===== config.mk =====
export PLATFORM = sky130hd
export DESIGN_NAME = bbem_cfg
export DESIGN_NICKNAME = d
export VERILOG_FILES = /design/src/rtl/core/bbem_pkg.sv /design/src/rtl/core/bbem_cfg.sv
export SDC_FILE = /design/constraint.sdc
export NUM_CORES = 1
export LEC_CHECK = 0
export ABC_CLOCK_PERIOD_IN_PS = 1200
export BUFFER_PORTS_ARGS = -buffer_cell sky130_fd_sc_hd__buf_2
export CORE_ASPECT_RATIO = 0.75
export CORE_UTILIZATION = 40
export CTS_CLUSTER_SIZE = 25
export DETAILED_ROUTE_END_ITERATION = 8
export GPL_TIMING_DRIVEN = 0
export PLACE_DENSITY = 0.79
export SLEW_MARGIN = 20
export SYNTH_ARGS = -nofsm -noshare
export SYNTH_HDL_FRONTEND = slang
export SYNTH_SLANG_ARGS = --single-unit

===== constraint.sdc =====
create_clock -name aclk -period 1.2 [get_ports aclk]
set_clock_uncertainty 0.05 [all_clocks]
set_input_delay 0 -clock aclk [delete_from_list [all_inputs] [get_ports aclk]]
set_output_delay 0 -clock aclk [all_outputs]
set_load 0.01 [all_outputs]

===== src/rtl/core/bbem_pkg.sv =====
// ----------------------------------------------------------------------------
// bbem_pkg
// Types, constants and brightness class functions shared by the brightness
// band edge marker.
// ----------------------------------------------------------------------------
package bbem_pkg;

    localparam int MAX_LINE   = 1024;
    localparam int HEIGHT_MAX = 1024;
    localparam int DIM_MIN    = 2;

    localparam int DIM_W   = 11;
    localparam int COL_W   = $clog2(MAX_LINE);
    localparam int ROW_W   = $clog2(HEIGHT_MAX);
    localparam int CHAN_W  = 8;
    localparam int PIX_W   = 3 * CHAN_W;
    localparam int SUM_W   = $clog2(3 * 255 + 1);
    localparam int ADDR_W  = 3;
    localparam int DATA_W  = 32;

    localparam int THR_TOP   = 625;
    localparam int THR_STEP  = 25;
    localparam int THR_COUNT = 4;
    localparam int BAND_HIGH = 750;
    localparam int BAND_TOP  = 765;

    localparam logic [CHAN_W-1:0] CHAN_FULL = 8'd255;
    localparam logic [CHAN_W-1:0] CHAN_ZERO = 8'd0;

    typedef struct packed {
        logic [CHAN_W-1:0] red;
        logic [CHAN_W-1:0] green;
        logic [CHAN_W-1:0] blue;
    } pixel_t;

    typedef struct packed {
        logic [DIM_W-1:0] width;
        logic [DIM_W-1:0] height;
    } dims_t;

    typedef struct packed {
        pixel_t           pix;
        pixel_t           pend;
        logic [COL_W-1:0] col;
        logic [ROW_W-1:0] row;
        logic             emit_mid;
        logic             emit_left;
        logic             emit_corner;
        logic             right_ok;
    } stage_t;

    typedef struct packed {
        logic             en;
        logic [COL_W-1:0] addr;
        logic [COL_W-1:0] right_addr;
        pixel_t           data;
    } line_access_t;

    typedef enum logic [1:0] {
        BAND_DARK,
        BAND_BRIGHT,
        BAND_NEAR
    } band_t;

    localparam pixel_t EDGE_PIXEL = '{red: CHAN_FULL, green: CHAN_ZERO, blue: CHAN_ZERO};

    function automatic logic [SUM_W-1:0] pixel_sum(input pixel_t p);
        return SUM_W'(p.red) + SUM_W'(p.green) + SUM_W'(p.blue);
    endfunction

    function automatic band_t band_code(input logic [SUM_W-1:0] sum,
                                        input logic [SUM_W-1:0] thr);
        band_t code;
        if (sum < thr) begin
            code = BAND_DARK;
        end else if (sum < SUM_W'(BAND_HIGH)) begin
            code = BAND_BRIGHT;
        end else if (sum < SUM_W'(BAND_TOP)) begin
            code = BAND_NEAR;
        end else begin
            code = BAND_DARK;
        end
        return code;
    endfunction

    function automatic logic pixels_differ(input pixel_t a, input pixel_t b);
        logic [SUM_W-1:0] sa;
        logic [SUM_W-1:0] sb;
        logic [SUM_W-1:0] thr;
        logic             diff;
        sa   = pixel_sum(a);
        sb   = pixel_sum(b);
        diff = 1'b0;
        for (int i = 0; i < THR_COUNT; i++) begin
            thr  = SUM_W'(THR_TOP - i * THR_STEP);
            diff = diff | (band_code(sa, thr) != band_code(sb, thr));
        end
        return diff;
    endfunction

endpackage


===== src/rtl/core/bbem_cfg.sv =====
// ----------------------------------------------------------------------------
// bbem_cfg
// APB register file for the frame size, with the clamped dimensions that the
// raster logic works with.
// ----------------------------------------------------------------------------
module bbem_cfg import bbem_pkg::*; (
    input  logic              aclk,
    input  logic              aresetn,
    input  logic              psel,
    input  logic              penable,
    input  logic              pwrite,
    input  logic [ADDR_W-1:0] paddr,
    input  logic [DATA_W-1:0] pwdata,
    output logic [DATA_W-1:0] prdata,
    output logic              pready,
    output dims_t             dims
);

    typedef enum logic {
        REG_LINE_WIDTH   = 1'b0,
        REG_FRAME_HEIGHT = 1'b1
    } reg_index_t;

    logic [DIM_W-1:0] line_width_reg;
    logic [DIM_W-1:0] line_width_next;
    logic [DIM_W-1:0] frame_height_reg;
    logic [DIM_W-1:0] frame_height_next;
    reg_index_t       index;
    logic             write_en;

    assign index    = reg_index_t'(paddr[2]);
    assign write_en = psel && penable && pwrite && pready;
    assign pready   = 1'b1;

    always_comb begin
        line_width_next   = line_width_reg;
        frame_height_next = frame_height_reg;
        if (write_en) begin
            case (index)
                REG_LINE_WIDTH:   line_width_next   = pwdata[DIM_W-1:0];
                REG_FRAME_HEIGHT: frame_height_next = pwdata[DIM_W-1:0];
                default:          line_width_next   = line_width_reg;
            endcase
        end
    end

    always_ff @(posedge aclk) begin
        if (!aresetn) begin
            line_width_reg   <= DIM_W'(960);
            frame_height_reg <= DIM_W'(720);
        end else begin
            line_width_reg   <= line_width_next;
            frame_height_reg <= frame_height_next;
        end
    end

    always_comb begin
        case (index)
            REG_LINE_WIDTH:   prdata = DATA_W'(line_width_reg);
            REG_FRAME_HEIGHT: prdata = DATA_W'(frame_height_reg);
            default:          prdata = '0;
        endcase
    end

    always_comb begin
        if (line_width_reg < DIM_W'(DIM_MIN)) begin
            dims.width = DIM_W'(DIM_MIN);
        end else if (line_width_reg > DIM_W'(MAX_LINE)) begin
            dims.width = DIM_W'(MAX_LINE);
        end else begin
            dims.width = line_width_reg;
        end
        if (frame_height_reg < DIM_W'(DIM_MIN)) begin
            dims.height = DIM_W'(DIM_MIN);
        end else if (frame_height_reg > DIM_W'(HEIGHT_MAX)) begin
            dims.height = DIM_W'(HEIGHT_MAX);
        end else begin
            dims.height = frame_height_reg;
        end
    end

endmodule


==> reports/results.txt <==
status: finished with violations
failing checks: negative setup slack
WP data arrival: 1360 ps
DP Worst Slack: -28.7 ps
Critical path destination: dims[11]
GRT Resource Usage Total: 20.3%
initial core utilization: 43.0%
first-pass GRT wire length: 5020 um
CP Max Fanout: 4
clock insertion delay at the later pin of the skew report: 270 ps
CTS clk-pin slew, worst paths: 70 ps
routed wire length: 3610 um
RSZ-0062 raised after global routing: yes
IO buf count: 48
critical path's slowest cell: dfxtp_2
Yosys warnings: 0
# DRC: 0
FP Rows: 17
Num CTS Buffers: 3
Die Wd: 67.6 um
worst hold path class: in -> reg
Syn Area/Cell: 8.49 um2
critical path cell sequence: nor4_4 -> nand2_1 -> o211a_1 -> buf_2
final worst path period need: 1410 ps
share of the synthesized area in the top cell type: 34.1%
final setup margin: -213 ps
register bit total from synthesis: 22
Synth area leaders: dfxtp_1, buf_4, mux2_2
Layout area overhead: 54.2%
Final Hold Viols: 0
vias per std cell: 4.68
die area: 3460 um2
diode count: 0
r2r endpoint: frame_height_reg[10]
period utilization: 118%
worst reg2reg setup slack: 370 ps
post-DP HPWL: 2410 um
Inst Count DP: 258
Filler Cell Count: 250
Crit. path cell count: 4
number of global-route vias before repair: 1,096
routability cong.: 0.805
FMAX: 708 MHz
Static Leakage: 0.975 nW
cells after synthesis: 152
Core Region: 3000 um2
reg2reg start: frame_height_reg[10]
final hold slack: 100 ps
CTS Root Cell: clkbuf_8
final setup TNS: -539 ps
Non-Filler Instances: 277
initial antenna violation count: 0
max-slew violations: 0
Area after DPL: 1650 um2
Crit path largest cell delay: 350 ps
htree depth: 1
Startpoint Class: register
Yosys top cell by area: dfxtp_1
TritonCTS clock tree: built
Final ANT Viol Nets: 0
IO Pins: 95
clock buffer depth: 2
Critical Path RT: 1150 ps
Power, Total: 1.64 mW
crit-path leading delay family: simple AND/OR/NAND/NOR gates
die span in y: 51.2 um
area of all placed cells without fillers: 1990 um2
final core occ: 66.3%
part of the Yosys area used for sequential elements: 34.1%
Setup Viol. Count Final: 5
clk sinks: 22
Power Density: 823 nW/um2
total congestion overflow: 0
critical path class: reg -> out
Critical Path End Type: output pin
layout cells sized above 1: 45.2%
DR WL/cell: 13.0 um
Distinct cells, synth: 21
Worst Setup SP: line_width_reg[5]
Final #Nets: 280
Initial DRC Count: 59
via count: 1,296
largest net degree at the start of global routing: 13
R2R depth: 3
MaxCap Viol Count: 0
Pre-antenna DRT Iters: 4
Peak VDD IR: 618 uV
mapped cell area: 1290 um2
worst path bufs/invs: 1
worst min path at each step:
stage / startpoint / endpoint / slack (ps) / depth (start not counted)
CTS: aresetn / frame_height_reg[8] / 100 / 3
global placement: pwdata[6] / frame_height_reg[6] / 180 / 3
detailed placement: pwdata[6] / frame_height_reg[6] / 190 / 3
global route: aresetn / frame_height_reg[8] / 120 / 3
finish: aresetn / frame_height_reg[8] / 100 / 3
floorplan: pwdata[4] / frame_height_reg[4] / 80 / 2
layer usage:
metal  track usage (%)  share of wire, %  up-vias
met3              5.36               6.9        4
met1              25.5                42      592
met2              31.2                50       56
met4              11.0               1.1        0
met5                 0                 0        -
li1                  -                 -      644
synthesized netlist by cell type (all sizes together):
cell type   n
nand4       1
nand4b      1
nand2      18
o211a       1
mux2       10
nor2b      16
nor2        2
o21ai      15
inv         3
nor4        4
nand3      14
buf        25
a21oi       2
a311oi      1
clkbuf      7
mux2i       8
dfxtp      22
conb        2
area by class of cell:
| type | instances | area [um2] | share of cell area [%] |
|---|---|---|---|
| Sequential cell | 22 | 460 | 23.1 |
| Clock buffer | 4 | 55.1 | 2.77 |
| Inverter | 3 | 11.3 | 0.566 |
| Timing Repair Buffer | 63 | 417 | 20.9 |
| Multi-Input combinational cell | 115 | 758 | 38.1 |
| Tap cell | 38 | 47.5 | 2.39 |
| Buffer | 32 | 240 | 12.1 |
cell usage in the layout, fill, tap and decap left out, types with 4 or more instances in the layout:
cell type      instances
buf_2                 47
buf_4                 23
buf_6                  5
clkbuf_1               5
clkbuf_8               5
conb_1                22
dfxtp_1               12
dfxtp_2                7
dlygate4sd3_1         12
mux2_2                 9
mux2i_1                8
nand2_1               18
nand3_1               14
nor2b_1               16
nor4_4                 4
o21ai_1               14
where the power goes:
part	leakage [nW]	switching [mW]	internal [mW]
logic	0.766	0.159	0.169
clock network	0.0288	0.253	0.294
registers	0.180	0.0222	0.741
what timing repair did:
item,4_1_cts,5_1_grt
endpoints found under the setup margin,18,6
pin swaps,7,3
cloned,0,1
resized for setup,23,9
hold buffers,12,0
buffers inserted,1,1
endpoints found under the hold margin,22,0
worst register-to-register path, cell delays in order (launching register included):
cell      delay, ps
dfxtp_2         360
clkbuf_8        170
nand3_1          80
o21ai_1          90
cell families after synthesis:
kind of cell	share of synthesized area, %
mux	14.9
buf+inv	17.8
other cells	0.582
simple gates	24.4
compound gates	8.05
flops	34.1
Note: power is estimated with default switching activity, not from simulation.
