## src/rtl/core/bbem_pkg.sv

```systemverilog
// ----------------------------------------------------------------------------
// bbem_pkg
// Types, constants and brightness class functions shared by the brightness
// band edge marker.
// ----------------------------------------------------------------------------
package bbem_pkg;

    localparam int MAX_LINE   = 1024;
    localparam int HEIGHT_MAX = 1024;
    localparam int DIM_MIN    = 2;

    localparam int DIM_W   = 11;
    localparam int COL_W   = $clog2(MAX_LINE);
    localparam int ROW_W   = $clog2(HEIGHT_MAX);
    localparam int CHAN_W  = 8;
    localparam int PIX_W   = 3 * CHAN_W;
    localparam int SUM_W   = $clog2(3 * 255 + 1);
    localparam int ADDR_W  = 3;
    localparam int DATA_W  = 32;

    localparam int THR_TOP   = 625;
    localparam int THR_STEP  = 25;
    localparam int THR_COUNT = 4;
    localparam int BAND_HIGH = 750;
    localparam int BAND_TOP  = 765;

    localparam logic [CHAN_W-1:0] CHAN_FULL = 8'd255;
    localparam logic [CHAN_W-1:0] CHAN_ZERO = 8'd0;

    typedef struct packed {
        logic [CHAN_W-1:0] red;
        logic [CHAN_W-1:0] green;
        logic [CHAN_W-1:0] blue;
    } pixel_t;

    typedef struct packed {
        logic [DIM_W-1:0] width;
        logic [DIM_W-1:0] height;
    } dims_t;

    typedef struct packed {
        pixel_t           pix;
        pixel_t           pend;
        logic [COL_W-1:0] col;
        logic [ROW_W-1:0] row;
        logic             emit_mid;
        logic             emit_left;
        logic             emit_corner;
        logic             right_ok;
    } stage_t;

    typedef struct packed {
        logic             en;
        logic [COL_W-1:0] addr;
        logic [COL_W-1:0] right_addr;
        pixel_t           data;
    } line_access_t;

    typedef enum logic [1:0] {
        BAND_DARK,
        BAND_BRIGHT,
        BAND_NEAR
    } band_t;

    localparam pixel_t EDGE_PIXEL = '{red: CHAN_FULL, green: CHAN_ZERO, blue: CHAN_ZERO};

    function automatic logic [SUM_W-1:0] pixel_sum(input pixel_t p);
        return SUM_W'(p.red) + SUM_W'(p.green) + SUM_W'(p.blue);
    endfunction

    function automatic band_t band_code(input logic [SUM_W-1:0] sum,
                                        input logic [SUM_W-1:0] thr);
        band_t code;
        if (sum < thr) begin
            code = BAND_DARK;
        end else if (sum < SUM_W'(BAND_HIGH)) begin
            code = BAND_BRIGHT;
        end else if (sum < SUM_W'(BAND_TOP)) begin
            code = BAND_NEAR;
        end else begin
            code = BAND_DARK;
        end
        return code;
    endfunction

    function automatic logic pixels_differ(input pixel_t a, input pixel_t b);
        logic [SUM_W-1:0] sa;
        logic [SUM_W-1:0] sb;
        logic [SUM_W-1:0] thr;
        logic             diff;
        sa   = pixel_sum(a);
        sb   = pixel_sum(b);
        diff = 1'b0;
        for (int i = 0; i < THR_COUNT; i++) begin
            thr  = SUM_W'(THR_TOP - i * THR_STEP);
            diff = diff | (band_code(sa, thr) != band_code(sb, thr));
        end
        return diff;
    endfunction

endpackage

```

## src/rtl/core/bbem_raster.sv

```systemverilog
// ----------------------------------------------------------------------------
// bbem_raster
// Input stage: tracks the raster position, drives the line store and holds
// the accepted pixel with the list of results it causes.
// ----------------------------------------------------------------------------
module bbem_raster import bbem_pkg::*; (
    input  logic              aclk,
    input  logic              aresetn,
    input  dims_t             dims,
    input  logic              s_valid,
    output logic              s_ready,
    input  logic [CHAN_W-1:0] s_pixel_red,
    input  logic [CHAN_W-1:0] s_pixel_green,
    input  logic [CHAN_W-1:0] s_pixel_blue,
    input  logic              stage_done,
    output logic              stage_valid,
    output stage_t            stage,
    output line_access_t      line_access
);

    logic             stage_valid_reg;
    logic             stage_valid_next;
    stage_t           stage_reg;
    pixel_t           pend_reg;
    logic [COL_W-1:0] col_reg;
    logic [COL_W-1:0] col_next;
    logic [ROW_W-1:0] row_reg;
    logic [ROW_W-1:0] row_next;
    logic             accept;
    logic             restart;
    logic [COL_W-1:0] col;
    logic [ROW_W-1:0] row;
    logic             col_end;
    logic             last_row;
    pixel_t           pix;

    assign pix      = '{red: s_pixel_red, green: s_pixel_green, blue: s_pixel_blue};
    assign s_ready  = !stage_valid_reg || stage_done;
    assign accept   = s_valid && s_ready;

    assign restart  = ({1'b0, col_reg} >= dims.width) || ({1'b0, row_reg} >= dims.height);
    assign col      = restart ? '0 : col_reg;
    assign row      = restart ? '0 : row_reg;
    assign col_end  = ({1'b0, col} == dims.width - DIM_W'(1));
    assign last_row = ({1'b0, row} == dims.height - DIM_W'(1));

    always_comb begin
        col_next         = col_reg;
        row_next         = row_reg;
        stage_valid_next = stage_valid_reg;
        if (stage_done) begin
            stage_valid_next = 1'b0;
        end
        if (accept) begin
            stage_valid_next = 1'b1;
            if (col_end) begin
                col_next = '0;
                row_next = last_row ? '0 : row + ROW_W'(1);
            end else begin
                col_next = col + COL_W'(1);
                row_next = row;
            end
        end
    end

    always_ff @(posedge aclk) begin
        if (!aresetn) begin
            stage_valid_reg <= 1'b0;
            col_reg         <= '0;
            row_reg         <= '0;
            pend_reg        <= '0;
        end else begin
            stage_valid_reg <= stage_valid_next;
            col_reg         <= col_next;
            row_reg         <= row_next;
            if (accept) begin
                pend_reg <= pix;
            end
        end
    end

    always_ff @(posedge aclk) begin
        if (accept) begin
            stage_reg.pix         <= pix;
            stage_reg.pend        <= pend_reg;
            stage_reg.col         <= col;
            stage_reg.row         <= row;
            stage_reg.emit_mid    <= (row != '0);
            stage_reg.emit_left   <= last_row && (col != '0);
            stage_reg.emit_corner <= last_row && col_end;
            stage_reg.right_ok    <= !col_end;
        end
    end

    assign stage_valid            = stage_valid_reg;
    assign stage                  = stage_reg;
    assign line_access.en         = accept;
    assign line_access.addr       = col;
    assign line_access.right_addr = col + COL_W'(1);
    assign line_access.data       = pix;

endmodule

```

## config.mk

```make
export PLATFORM = sky130hd
export DESIGN_NAME = bbem_raster
export DESIGN_NICKNAME = d
export VERILOG_FILES = /design/src/rtl/core/bbem_pkg.sv /design/src/rtl/core/bbem_raster.sv
export SDC_FILE = /design/constraint.sdc
export NUM_CORES = 1
export LEC_CHECK = 0
export BUFFER_PORTS_ARGS = -buffer_cell sky130_fd_sc_hd__buf_2
export CORE_MARGIN = 2
export CORE_UTILIZATION = 52
export CTS_CLUSTER_SIZE = 10
export DETAILED_ROUTE_END_ITERATION = 12
export PLACE_DENSITY = 0.8
export SYNTH_ARGS = -nofsm -noshare
export SYNTH_HDL_FRONTEND = slang
export SYNTH_SLANG_ARGS = --single-unit
```

## constraint.sdc

```tcl
create_clock -name aclk -period 5 [get_ports aclk]
set_input_delay 0.25 -clock aclk [delete_from_list [all_inputs] [get_ports aclk]]
set_output_delay 0.25 -clock aclk [all_outputs]
set_load 0.1 [all_outputs]
```

==> summary.md <==
| Metric | Value |
|---|---|
| Outcome | finished clean |
| Hold/Removal Path Class | input port to flip-flop |
| Area occupied by multi-input gates | 2360 um^2 |
| Critical Path Fanout Max | 11 |
| Clock Latency Late Sink | 0.51 ns |
| Die width | 110 um |
| Met1 Resource Use GR | 29.3% |
| CP endpoint kind | primary output |
| Worst EP arrival | 4.01 ns |
| Sequential share of the synthesized area | 52.7% |
| CTS tree | done |
| Yosys top cell area share | 37.2% |
| FP Rows | 38 |
| GR peak layer | met2 |
| Tmin final | 4.26 ns |
| Layout Skew | 0.00855 ns |
| Antenna-violating nets left | 0 |
| EDFF count, synth | 72 |
| CTS root buf | clkbuf_8 |
| Antenna diodes | 0 |
| TritonCTS Buffers | 17 |
| Critical path's largest stage delay | 0.48 ns |
| Commonest cells post-synth | nand2_1, edfxtp_1, a21oi_1, dfxtp_1, inv_1 |
| Setup ws final | 0.741 ns |
| DRC viols | 0 |
| Avg WL per Cell | 16.8 um |
| Core ar. | 10900 um^2 |
| Crit-path cells | ha_1 -> a21oi_1 -> a21oi_1 -> a2111oi_2 -> o21ai_1 -> or2_0 -> buf_4 -> nor4_1 -> nand3_1 -> xnor2_2 -> buf_2 |
| Largest net degree at the start of global routing | 60 |
| Initial core utilization | 53.3% |
| Slowest CP cell | dfxtp_1 |
| Initial antenna violation count | 0 |
| Mapped Cells | 565 |
| Async SR Flop Fraction | 0% |
| Die H | 110 um |
| Max-cap violation count | 0 |
| Fin util | 68.1% |
| Area contributors post-synth | edfxtp_1, dfxtp_1, ha_1 |
| Worst IR Drop VDD | 0.324 mV |
| Nets | 809 |
| Slew headroom | 39.2% |
| Post-Place Setup Slack | 1.17 ns |
| Area leader, netlist | edfxtp_1 |
| GRT Overall Usage | 24.8% |
| Most used DFF post-synth | edfxtp_1 |
| GR Util met2 | 42.3% |
| Leakage power | 3.18 nW |
| Setup Buffers After CTS | 0 |
| DR vias | 4876 |
| Register Area | 3060 um^2 |
| Number of fill cells | 792 |
| Port bufs | 168 |
| Final hold violations | 0 |
| Slew @ Worst Pin | 0.908 ns |
| Pwr dens | 373 nW/um^2 |
| Setup TNS | 0 ns |
| Iter 0 DRT Violations | 448 |
| Synthesized net count | 641 |
| # setup viols final | 0 |
| R2r setup slk | 1.16 ns |
| GR Util met3 | 7.41% |
| DRT Pass-1 Iters | 5 |
| Fin. max-slew vios | 0 |
| DP Wirelength | 10300 um |
| Post-cts resize count | 0 |
| Post-Route WL | 14900 um |
| Cell Area, Synth | 5810 um^2 |
| Vias in the first global route | 4560 |
| Layout cells sized above 1 | 30.2% |
| Post-synth cell types | 65 |
| # IOs | 169 |
| Number of flip-flops under the largest register name | 72 |
| Clock tree sinks | 117 |
| Fin crit share | 85.2% |
| Syn Area/Cell | 10.3 um^2 |
| Synth warn | 0 |
| Global-route wire length before repair | 22400 um |
| Syn-to-layout area delta | 27.7% |
| H-Tree Depth | 4 |
| Most frequent CP cell | a21oi_1 |
| Clock Tree Buf Depth | 2 |
| Gpl congestion | 0.857 |
| Fmax | 235 MHz |
| Most frequent cell after synthesis | nand2_1 |
| Total Die Area | 12000 um^2 |
| Clock-pin transition on the worst setup and hold timing paths | 0.05 ns |
| #FFs+latches synth | 117 |
| Worst setup SP type | flip-flop |
| WP data required | 4.75 ns |
| Unrepaired setup endpoints after global routing | false |
| Crit Path Class | flip-flop to primary output |
| GRT overflow | 0 |
| Via-per-instance ratio | 5.50 |
## layout by cell type, fill, tap and decap left out, types with 4 or more instances in the layout
master / count
o21ai_0: 6
inv_1: 34
xor2_1: 7
dlygate4sd3_1: 25
nor4_1: 6
dfxtp_1: 45
and2_1: 12
buf_4: 6
a31oi_1: 4
a21oi_1: 54
nand2_1: 80
nand3_1: 29
xnor2_1: 19
o211ai_1: 5
nor3_1: 8
nor2_1: 20
and3_1: 5
clkbuf_16: 16
buf_2: 168
clkinv_2: 8
and4_1: 4
edfxtp_1: 72
ha_1: 26
## what timing repair did
action | CTS | global route
endpoints found under the hold margin | 37 | 0
hold buffers | 25 | 0
endpoints found under the setup margin | 0 | 0
## final timing paths
check | cells past startpoint | endpoint | start
hold / removal | 2 | row_reg[6] | aresetn
setup reg to reg | 11 | row_reg[4] | row_reg[2]
hold reg to reg | 0 | stage[47] | pend_reg[23]
setup / recovery | 11 | line_access[33] | row_reg[2]
## metrics by stage
| stage | instances | hold WS (ns) | instance area, um^2 | power [mW] |
|---|---|---|---|---|
| floorplan | 565 | 0.349 | 5850 | 1.58 |
| global placement | 829 | 0.411 | 6630 | 1.66 |
| detailed placement | 829 | 0.415 | 6630 | 1.67 |
| CTS | 886 | 0.0468 | 7410 | 2.77 |
| global route | 886 | 0.0574 | 7410 | 2.85 |
| finish | 886 | 0.0740 | 7410 | 2.77 |
## area by class of cell
| cell class | count | share of cell area [%] |
|---|---|---|
| flip-flops and latches | 117 | 41.3 |
| clock buffers | 20 | 5.74 |
| inverters | 36 | 1.91 |
| well taps | 140 | 2.36 |
| repair buffers | 199 | 15.3 |
| clock inverters | 12 | 1.52 |
| multi-input cells | 362 | 31.8 |
## report_power, final
group	total, mW	switching (mW)	internal (mW)	leakage [nW]
combinational	0.573	0.477	0.0963	1.83
clock	1.10	0.399	0.698	0.273
sequential	1.10	0.0177	1.08	1.08
## worst max-delay path, delay by kind of cell (launching register included)
kind / cells / cell delay, ns
AO/OA/AOI/OAI: 4 / 0.78
XOR/XNOR: 1 / 0.17
adder cells (fa/ha/maj): 1 / 0.32
buffers and inverters: 2 / 0.74
flip-flops: 1 / 0.48
AND/OR/NAND/NOR: 3 / 1.01
## kinds of logic (layout without fill, tap and decap cells)
group / Yosys count / after routing / synth area share [%]
compound gates: 105 / 105 / 11.6
mux: 7 / 7 / 1.29
flops: 117 / 117 / 52.7
simple gates: 195 / 195 / 16.9
xor+xnor: 29 / 29 / 4.61
buf+inv: 86 / 267 / 7.22
fa+ha+maj: 26 / 26 / 5.60
## layer usage
metal  wire [um]  up-vias
met1        6100     2286
met5           0        -
met3        1170       29
met2        7390      223
met4         268        0
li1            -     2338
No activity file was read; power rests on OpenSTA's default activity.
