--- config.mk ---
export PLATFORM = sky130hd
export DESIGN_NAME = bbem_mark
export DESIGN_NICKNAME = d
export VERILOG_FILES = /design/src/rtl/core/bbem_pkg.sv /design/src/rtl/core/bbem_mark.sv
export SDC_FILE = /design/constraint.sdc
export NUM_CORES = 1
export LEC_CHECK = 0
export BUFFER_PORTS_ARGS = -buffer_cell sky130_fd_sc_hd__buf_2
export CORE_ASPECT_RATIO = 0.8
export CORE_MARGIN = 2
export CORE_UTILIZATION = 58
export CTS_BUF_LIST = sky130_fd_sc_hd__clkbuf_2
export CTS_CLUSTER_SIZE = 40
export DETAILED_ROUTE_END_ITERATION = 8
export PLACE_DENSITY_LB_ADDON = 0.12
export SKIP_CTS_REPAIR_TIMING = 1
export SYNTH_ARGS = -nofsm -noshare
export SYNTH_HDL_FRONTEND = slang
export SYNTH_SLANG_ARGS = --single-unit
--- constraint.sdc ---
create_clock -name aclk -period 15.25 [get_ports aclk]
set_clock_uncertainty 0.15 [all_clocks]
set_input_delay 3.05 -clock aclk [delete_from_list [all_inputs] [get_ports aclk]]
set_output_delay 3.05 -clock aclk [all_outputs]
set_load 0.1 [all_outputs]
--- src/rtl/core/bbem_pkg.sv ---
// ----------------------------------------------------------------------------
// bbem_pkg
// Types, constants and brightness class functions shared by the brightness
// band edge marker.
// ----------------------------------------------------------------------------
package bbem_pkg;

    localparam int MAX_LINE   = 1024;
    localparam int HEIGHT_MAX = 1024;
    localparam int DIM_MIN    = 2;

    localparam int DIM_W   = 11;
    localparam int COL_W   = $clog2(MAX_LINE);
    localparam int ROW_W   = $clog2(HEIGHT_MAX);
    localparam int CHAN_W  = 8;
    localparam int PIX_W   = 3 * CHAN_W;
    localparam int SUM_W   = $clog2(3 * 255 + 1);
    localparam int ADDR_W  = 3;
    localparam int DATA_W  = 32;

    localparam int THR_TOP   = 625;
    localparam int THR_STEP  = 25;
    localparam int THR_COUNT = 4;
    localparam int BAND_HIGH = 750;
    localparam int BAND_TOP  = 765;

    localparam logic [CHAN_W-1:0] CHAN_FULL = 8'd255;
    localparam logic [CHAN_W-1:0] CHAN_ZERO = 8'd0;

    typedef struct packed {
        logic [CHAN_W-1:0] red;
        logic [CHAN_W-1:0] green;
        logic [CHAN_W-1:0] blue;
    } pixel_t;

    typedef struct packed {
        logic [DIM_W-1:0] width;
        logic [DIM_W-1:0] height;
    } dims_t;

    typedef struct packed {
        pixel_t           pix;
        pixel_t           pend;
        logic [COL_W-1:0] col;
        logic [ROW_W-1:0] row;
        logic             emit_mid;
        logic             emit_left;
        logic             emit_corner;
        logic             right_ok;
    } stage_t;

    typedef struct packed {
        logic             en;
        logic [COL_W-1:0] addr;
        logic [COL_W-1:0] right_addr;
        pixel_t           data;
    } line_access_t;

    typedef enum logic [1:0] {
        BAND_DARK,
        BAND_BRIGHT,
        BAND_NEAR
    } band_t;

    localparam pixel_t EDGE_PIXEL = '{red: CHAN_FULL, green: CHAN_ZERO, blue: CHAN_ZERO};

    function automatic logic [SUM_W-1:0] pixel_sum(input pixel_t p);
        return SUM_W'(p.red) + SUM_W'(p.green) + SUM_W'(p.blue);
    endfunction

    function automatic band_t band_code(input logic [SUM_W-1:0] sum,
                                        input logic [SUM_W-1:0] thr);
        band_t code;
        if (sum < thr) begin
            code = BAND_DARK;
        end else if (sum < SUM_W'(BAND_HIGH)) begin
            code = BAND_BRIGHT;
        end else if (sum < SUM_W'(BAND_TOP)) begin
            code = BAND_NEAR;
        end else begin
            code = BAND_DARK;
        end
        return code;
    endfunction

    function automatic logic pixels_differ(input pixel_t a, input pixel_t b);
        logic [SUM_W-1:0] sa;
        logic [SUM_W-1:0] sb;
        logic [SUM_W-1:0] thr;
        logic             diff;
        sa   = pixel_sum(a);
        sb   = pixel_sum(b);
        diff = 1'b0;
        for (int i = 0; i < THR_COUNT; i++) begin
            thr  = SUM_W'(THR_TOP - i * THR_STEP);
            diff = diff | (band_code(sa, thr) != band_code(sb, thr));
        end
        return diff;
    endfunction

endpackage

--- src/rtl/core/bbem_mark.sv ---
// ----------------------------------------------------------------------------
// bbem_mark
// Edge decision and result register. Emits the held pixel's results one per
// cycle unless stalled, in order, and frees the input stage after the last.
// ----------------------------------------------------------------------------
module bbem_mark import bbem_pkg::*; (
    input  logic              aclk,
    input  logic              aresetn,
    input  logic              stage_valid,
    input  stage_t            stage,
    input  pixel_t            self_pix,
    input  pixel_t            right_pix,
    output logic              stage_done,
    output logic              m_valid,
    input  logic              m_ready,
    output logic [COL_W-1:0]  m_out_column,
    output logic [ROW_W-1:0]  m_out_row,
    output logic [CHAN_W-1:0] m_out_red,
    output logic [CHAN_W-1:0] m_out_green,
    output logic [CHAN_W-1:0] m_out_blue,
    output logic              m_is_edge,
    output logic              m_last_of_run
);

    typedef enum logic [1:0] {
        RES_MID    = 2'd0,
        RES_LEFT   = 2'd1,
        RES_CORNER = 2'd2
    } res_kind_t;

    localparam int RES_N = 3;

    logic [RES_N-1:0] sent_reg;
    logic [RES_N-1:0] sent_next;
    logic [RES_N-1:0] pending;
    logic [RES_N-1:0] sel;
    logic [RES_N-1:0] remaining;
    res_kind_t        kind;
    logic             out_load;
    logic             m_valid_reg;
    logic             m_valid_next;
    logic [COL_W-1:0] col_reg;
    logic [ROW_W-1:0] row_reg;
    pixel_t           pix_reg;
    logic             edge_reg;
    logic             last_reg;
    logic [COL_W-1:0] res_col;
    logic [ROW_W-1:0] res_row;
    pixel_t           res_pix;
    logic             res_edge;

    assign pending = {stage.emit_corner, stage.emit_left, stage.emit_mid} & ~sent_reg;

    always_comb begin
        if (pending[RES_MID]) begin
            kind = RES_MID;
        end else if (pending[RES_LEFT]) begin
            kind = RES_LEFT;
        end else begin
            kind = RES_CORNER;
        end
    end

    assign sel        = RES_N'(1) << kind;
    assign remaining  = pending & ~sel;
    assign out_load   = stage_valid && (pending != '0) && (!m_valid_reg || m_ready);
    assign stage_done = stage_valid && ((pending == '0) || (out_load && (remaining == '0)));

    always_comb begin
        case (kind)
            RES_MID: begin
                res_col  = stage.col;
                res_row  = stage.row - ROW_W'(1);
                res_pix  = self_pix;
                res_edge = pixels_differ(self_pix, stage.pix)
                        || (stage.right_ok && pixels_differ(self_pix, right_pix));
            end
            RES_LEFT: begin
                res_col  = stage.col - COL_W'(1);
                res_row  = stage.row;
                res_pix  = stage.pend;
                res_edge = pixels_differ(stage.pend, stage.pix);
            end
            default: begin
                res_col  = stage.col;
                res_row  = stage.row;
                res_pix  = stage.pix;
                res_edge = 1'b0;
            end
        endcase
    end

    always_comb begin
        sent_next    = sent_reg;
        m_valid_next = m_valid_reg;
        if (m_ready) begin
            m_valid_next = 1'b0;
        end
        if (out_load) begin
            m_valid_next = 1'b1;
            sent_next    = sent_reg | sel;
        end
        if (stage_done) begin
            sent_next = '0;
        end
    end

    always_ff @(posedge aclk) begin
        if (!aresetn) begin
            sent_reg    <= '0;
            m_valid_reg <= 1'b0;
        end else begin
            sent_reg    <= sent_next;
            m_valid_reg <= m_valid_next;
        end
    end

    always_ff @(posedge aclk) begin
        if (out_load) begin
            col_reg  <= res_col;
            row_reg  <= res_row;
            pix_reg  <= res_edge ? EDGE_PIXEL : res_pix;
            edge_reg <= res_edge;
            last_reg <= (remaining == '0);
        end
    end

    assign m_valid       = m_valid_reg;
    assign m_out_column  = col_reg;
    assign m_out_row     = row_reg;
    assign m_out_red     = pix_reg.red;
    assign m_out_green   = pix_reg.green;
    assign m_out_blue    = pix_reg.blue;
    assign m_is_edge     = edge_reg;
    assign m_last_of_run = last_reg;

endmodule

==> impl_metrics.toml, run 1 <==
[status]
status = "completed"

[route]
wirelength_met1_um = 6300
via_per_inst = 6.06
wl_met2_um = 6910
top_layer = "met4"
met3_length_um = 1340
drc_errors = 0
postRouteAntennaNets = 0
drtPass1Iterations = 5
vias = 5253
wire_per_inst_um = 17.3
drtIter0Drc = 428
finalWirelength_um = 15000

[critical_path]
critPathCapture = "stage_done"
cpMostUsedCell = "nand2_1"
rrSetupSlack_ps = 12650
critPathKind = "in2out"
cpPeakStageDelay_ps = 950
r2r_end = "sent_reg[1]$_SDFFE_PP0P_"
worstPathArrival_ps = 5360
critical_path.startpoint_type = "primary input"
slowest_stage = "and3_2"
critPathLaunch = "stage[2]"
crit_cells = 10
crit_family = "simple AND/OR/NAND/NOR gates"
path_buf_inv = 4
r2r_start = "sent_reg[0]$_SDFFE_PP0P_"
r2r_cells = 8
crit_fanout = 50
path_cells = "buf_2, nand2b_1, buf_4, nand3_1, and3_2, nand2_1, nand2_1, nand2_1, inv_1, buf_2"
worst_ep_required_time_ps = 12050
end_kind = "output pin"

[sta]
hold_viol = 0
tightest_slew_ps = 1140
fmax_mhz = 117
setup_tns_ps = 0
setup_viol = 0
relSlewSlack = 0.227
fin_crit_sh = 0.561
fin_ws_ps = 6690
rsz0062_at_grt = "no"
finalMaxSlewViolations = 0
hold_ws_ps = 382
fin_crit_ps = 8560

[clock_tree]
cts_made_buffers = 5
h-tree-depth = 2
cts_max_path_buffers = 2
clk_root_buffer_cell = "clkbuf_2"
cts_sinks = 50
clk_latency_ps = 430
clkSlewWorstSetupHoldPaths_ps = 270
cts_tree = "yes"

[synth]
yosys.area_share.simple = 0.188
syn-num-nets = 774
synthMuxAreaShare = 0.0257
avgSynthCellArea_um2 = 9.33
synth_edf_count = 46
synth-main-ff-cell = "edfxtp_1"
yosys-top-cells-area = "edfxtp_1 (25%), fa_1 (13%), ha_1 (6.9%)"
yosysSeqAreaShare = 0.268
async_flop_share = 0
synth_top_area_frac = 0.254
synth_compound_area_frac = 0.207
ys_seq_elements = 50
synth_area_um2 = 5450
ys_warn_count = 0
synth_top_cell_by_area = "edfxtp_1"
synth_cell_types = 74
synth_xor_area_frac = 0.0515
synth_top_family_by_area = "compound AO/OA/AOI/OAI gates"
netlist_instances = 584
synth_fa_ha_area_frac = 0.201

[placed_design]
hpwl_um = 12700
place.gp.congestion = 0.913
numPortBuffers = 171
place_ws_ps = 6710

[finish]
layout_common_cells = "buf_2 (171), inv_1 (66), edfxtp_1 (46)"
drive_gt1_frac = 0.274
final_common_cell = "buf_2"
fin_nets = 940
area_delta_synth_final_pct = 18.7

[power_and_ir_drop]
vdd_drop_max_uv = 104
power_per_cell_area_nw_per_um2 = 116
p_leak_uw = 0.00296

[die]
ios = 172
dieWidth_um = 112
die_y_um = 90.7
die-area_um2 = 10200
initial_core_util = 0.600
num_rows = 31
core_area_um2 = 9080

[min_path]
hold_path_depth = 2
hold_path.class = "reg2reg"

[grt]
grt_pass1_vias = 5063
antenna_found_initial = 1
grt_pass1_wl_um = 23900
track_usage = 0.292
grt_max_degree = 51
overflow = 0

[run]
drv_cap = 0
cells by family after synthesis:
logic type      after synthesis
compound gates              155
fa+ha+maj                    66
buf+inv                      80
simple gates                187
mux                          14
flops                        50
xor+xnor                     32
worst min path at each step:
| stage | from | endpoint | slack [ps] |
|---|---|---|---|
| 2_1_floorplan | sent_reg[2]$_SDFFE_PP0P_ | sent_reg[2]$_SDFFE_PP0P_ | 280 |
| 3_3_place_gp | sent_reg[2]$_SDFFE_PP0P_ | sent_reg[2]$_SDFFE_PP0P_ | 310 |
| 3_5_place_dp | sent_reg[2]$_SDFFE_PP0P_ | sent_reg[2]$_SDFFE_PP0P_ | 310 |
| 4_1_cts | sent_reg[2]$_SDFFE_PP0P_ | sent_reg[2]$_SDFFE_PP0P_ | 370 |
| 5_1_grt | sent_reg[2]$_SDFFE_PP0P_ | sent_reg[2]$_SDFFE_PP0P_ | 400 |
| 6_report | sent_reg[2]$_SDFFE_PP0P_ | sent_reg[2]$_SDFFE_PP0P_ | 380 |
worst min-delay path, stage by stage, from the launching register on:
cell and delay, ps:
dfxtp_1 400, a31oi_1 50, nor2_1 80
power breakdown:
part           total [µW]  switching [µW]  internal (µW)
combinational         494             336            158
clock                76.1            47.3           28.8
sequential            180            4.60            175
total                 750             388            362
metrics by stage:
stage | util | cells | cell area [µm²] | power, µW
4_1_cts | 0.712 | 866 | 6460 | 745
3_5_place_dp | 0.704 | 858 | 6390 | 670
5_1_grt | 0.712 | 867 | 6470 | 797
6_report | 0.712 | 867 | 6470 | 750
2_1_floorplan | - | 584 | 5450 | 572
3_3_place_gp | 0.704 | 858 | 6390 | 656
cell type report:
type | instances | area, µm²
Clock inverter | 3 | 48.8
Timing Repair Buffer | 173 | 871
Clock buffer | 5 | 25.0
Inverter | 66 | 248
Antenna cell | 1 | 2.50
Tap cell | 115 | 144
Sequential cell | 50 | 1460
Multi-Input combinational cell | 454 | 3670
Fill cell | 739 | 2610
synth_stat cells (4+ instances only):
library cell and number:
xnor2_1 16, o21a_1 4, ha_1 30, inv_1 66, o211ai_1 8, nor2b_1 5
dfxtp_1 4, or3_1 4, o21ba_2 5, o21ai_0 22, edfxtp_1 46, xor2_1 16
nand2_1 44, a211oi_2 4, and3_1 5, o22a_1 8, nand2b_1 11, a211o_1 5
a211oi_1 6, clkbuf_1 8, fa_1 36, a21oi_1 30, nand4_1 4, nor2_1 37
nand3b_1 6, nor4_1 7, o22ai_1 19, or3b_2 5, nor3_1 15, nand3_1 16
mux2i_1 14, nor3b_1 7
routing by layer:
metal / up-vias / GRT usage
li1: 2488 / -
met1: 2480 / 0.395
met2: 247 / 0.469
met3: 38 / 0.0584
met4: 0 / 0.102
met5: - / 0
No activity file was read; power rests on OpenSTA's default activity.
==> inputs of run 2 (changes only) <==
Settings changed: CORE_UTILIZATION 58 to 49.
Clock period 15.25 ns to 7.2 ns, I/O delays scaled along.
==> run 2 against run 1 <==
Compared with the run above:
- sequential cell count did not move
- non-clock buffer count increased by 2
- clock power grew 94%
- register-to-register slack got worse by 7900 ps
- critical path depth is 6 higher
- clock-buffer cell count stayed put
- wire length increased by 0.74%
- combinational power rose by 110%
- hold slack got worse by 27 ps
- sequential power rose by 110%
- final area up 0.60%
- worst setup slack got worse by 5100 ps
- critical path type is now in2reg
- largest power group unchanged
==> impl_metrics.toml, run 2 (synthesis results as in run 1) <==
[status]
status = "completed"

[critical_path]
crit_fanout = 25
slowest_stage = "fa_1"
worstPathArrival_ps = 5610
crit_family = "compound AO/OA/AOI/OAI gates"
r2r_cells = 6
critPathKind = "in2reg"
end_kind = "register"
crit_cells = 16
worst_ep_required_time_ps = 7220
path_cells = "buf_2, inv_1, fa_1, inv_1, ha_1, fa_1, a211oi_2, nor4_1, nor3b_2, nor4bb_1, buf_4, a211oi_1, nand3_1, o211ai_1, nand4_4, o22a_1"
path_buf_inv = 4
cpPeakStageDelay_ps = 530
critical_path.startpoint_type = "primary input"

[clock_tree]
cts_made_buffers = 5
clkSlewWorstSetupHoldPaths_ps = 260
cts_max_path_buffers = 2
cts_tree = "yes"
clk_latency_ps = 410
cts_sinks = 50
h-tree-depth = 2
clk_root_buffer_cell = "clkbuf_2"

[grt]
overflow = 0
grt_pass1_wl_um = 23700
grt_pass1_vias = 4705
grt_max_degree = 50
antenna_found_initial = 0
track_usage = 0.251

[placed_design]
numPortBuffers = 171
hpwl_um = 12700
placed_area_um2 = 6440
place.gp.congestion = 0.894

[finish]
layout_common_cells = "buf_2 (171), inv_1 (66), edfxtp_1 (46)"
final_common_cell = "buf_2"
antenna_cells = 0
fin_nets = 942
utilization = 0.600
area_delta_synth_final_pct = 19.4
drive_gt1_frac = 0.275
design_area_um2 = 6500

[sta]
finalMaxSlewViolations = 0
fmax_mhz = 179
rsz0062_at_grt = "no"
setup_viol = 0
fin_crit_sh = 0.775
fin_crit_ps = 5580
tightest_slew_ps = 885
hold_viol = 0
relSlewSlack = 0.410
hold_ws_ps = 355
setup_tns_ps = 0

[power_and_ir_drop]
p_leak_uw = 0.00296
power_per_cell_area_nw_per_um2 = 241
power.total_uw = 1570
vdd_drop_max_uv = 105

[route]
drtIter0Drc = 393
via_per_inst = 5.69
postRouteAntennaNets = 0
vias = 5099
wire_per_inst_um = 16.9
drc_errors = 0
drtPass1Iterations = 5
finalWirelength_um = 15100

[die]
ios = 172
die-area_um2 = 12000
dieWidth_um = 122
core_area_um2 = 10800
num_rows = 34
initial_core_util = 0.502
die_y_um = 98.3

[run]
drv_cap = 0

[min_path]
hold_path.class = "reg2reg"
hold_path_depth = 2
[run 2: changes by cell type in the layout (fill, tap and decap cells not counted)]
cell / delta
buf_4: +2
clkinvlp_4: -1
clkinv_4: +1
inv_8: -1
diode_2: -1
[run 2: final timing paths]
path,startpoint,end,slack [ps]
max,self_pix[1],m_out_red[6]$_SDFFCE_PP1P_,1620
min,sent_reg[2]$_SDFFE_PP0P_,sent_reg[2]$_SDFFE_PP0P_,360
max reg2reg,sent_reg[0]$_SDFFE_PP0P_,m_out_column[9]$_DFFE_PP_,4760
min reg2reg,sent_reg[2]$_SDFFE_PP0P_,sent_reg[2]$_SDFFE_PP0P_,360
[run 2: per-layer routing]
layer / GRT usage / vias up / part of all wire
met5: 0 / - / 0
met4: 0.0309 / 0 / 0.0074
met1: 0.362 / 2410 / 0.46
met2: 0.409 / 193 / 0.46
met3: 0.0415 / 10 / 0.067
li1: - / 2486 / -
[run 2: where the power goes]
group / internal, µW / total [µW] / switching, µW / leakage, µW
registers: 370 / 380 / 9.41 / 0.000474
clock network: 57.5 / 148 / 90.9 / 0.0000390
logic: 337 / 1040 / 706 / 0.00245
total: 765 / 1570 / 806 / 0.00296
[run 2: area by class of cell]
| class | count | area (µm²) |
|---|---|---|
| flip-flops and latches | 50 | 1460 |
| repair buffers | 175 | 886 |
| inverters | 66 | 248 |
| clock buffers | 5 | 25.0 |
| fillers | 988 | 4340 |
| well taps | 144 | 180 |
| clock inverters | 2 | 38.8 |
| multi-input cells | 454 | 3670 |
[run 2: worst register-to-register path, delay by kind of cell (launching register included)]
family / cells / cell delay [ps]
XOR/XNOR: 1 / 100
AND/OR/NAND/NOR: 5 / 1560
flip-flops: 1 / 410
[run 2: metrics by stage]
| stage | cells | worst slack (ps) |
|---|---|---|
| after CTS | 896 | 1690 |
| after floorplan | 584 | 1600 |
| after global routing | 896 | 1390 |
| after global placement | 889 | 1360 |
| after detailed placement | 889 | 1240 |
| final | 896 | 1620 |
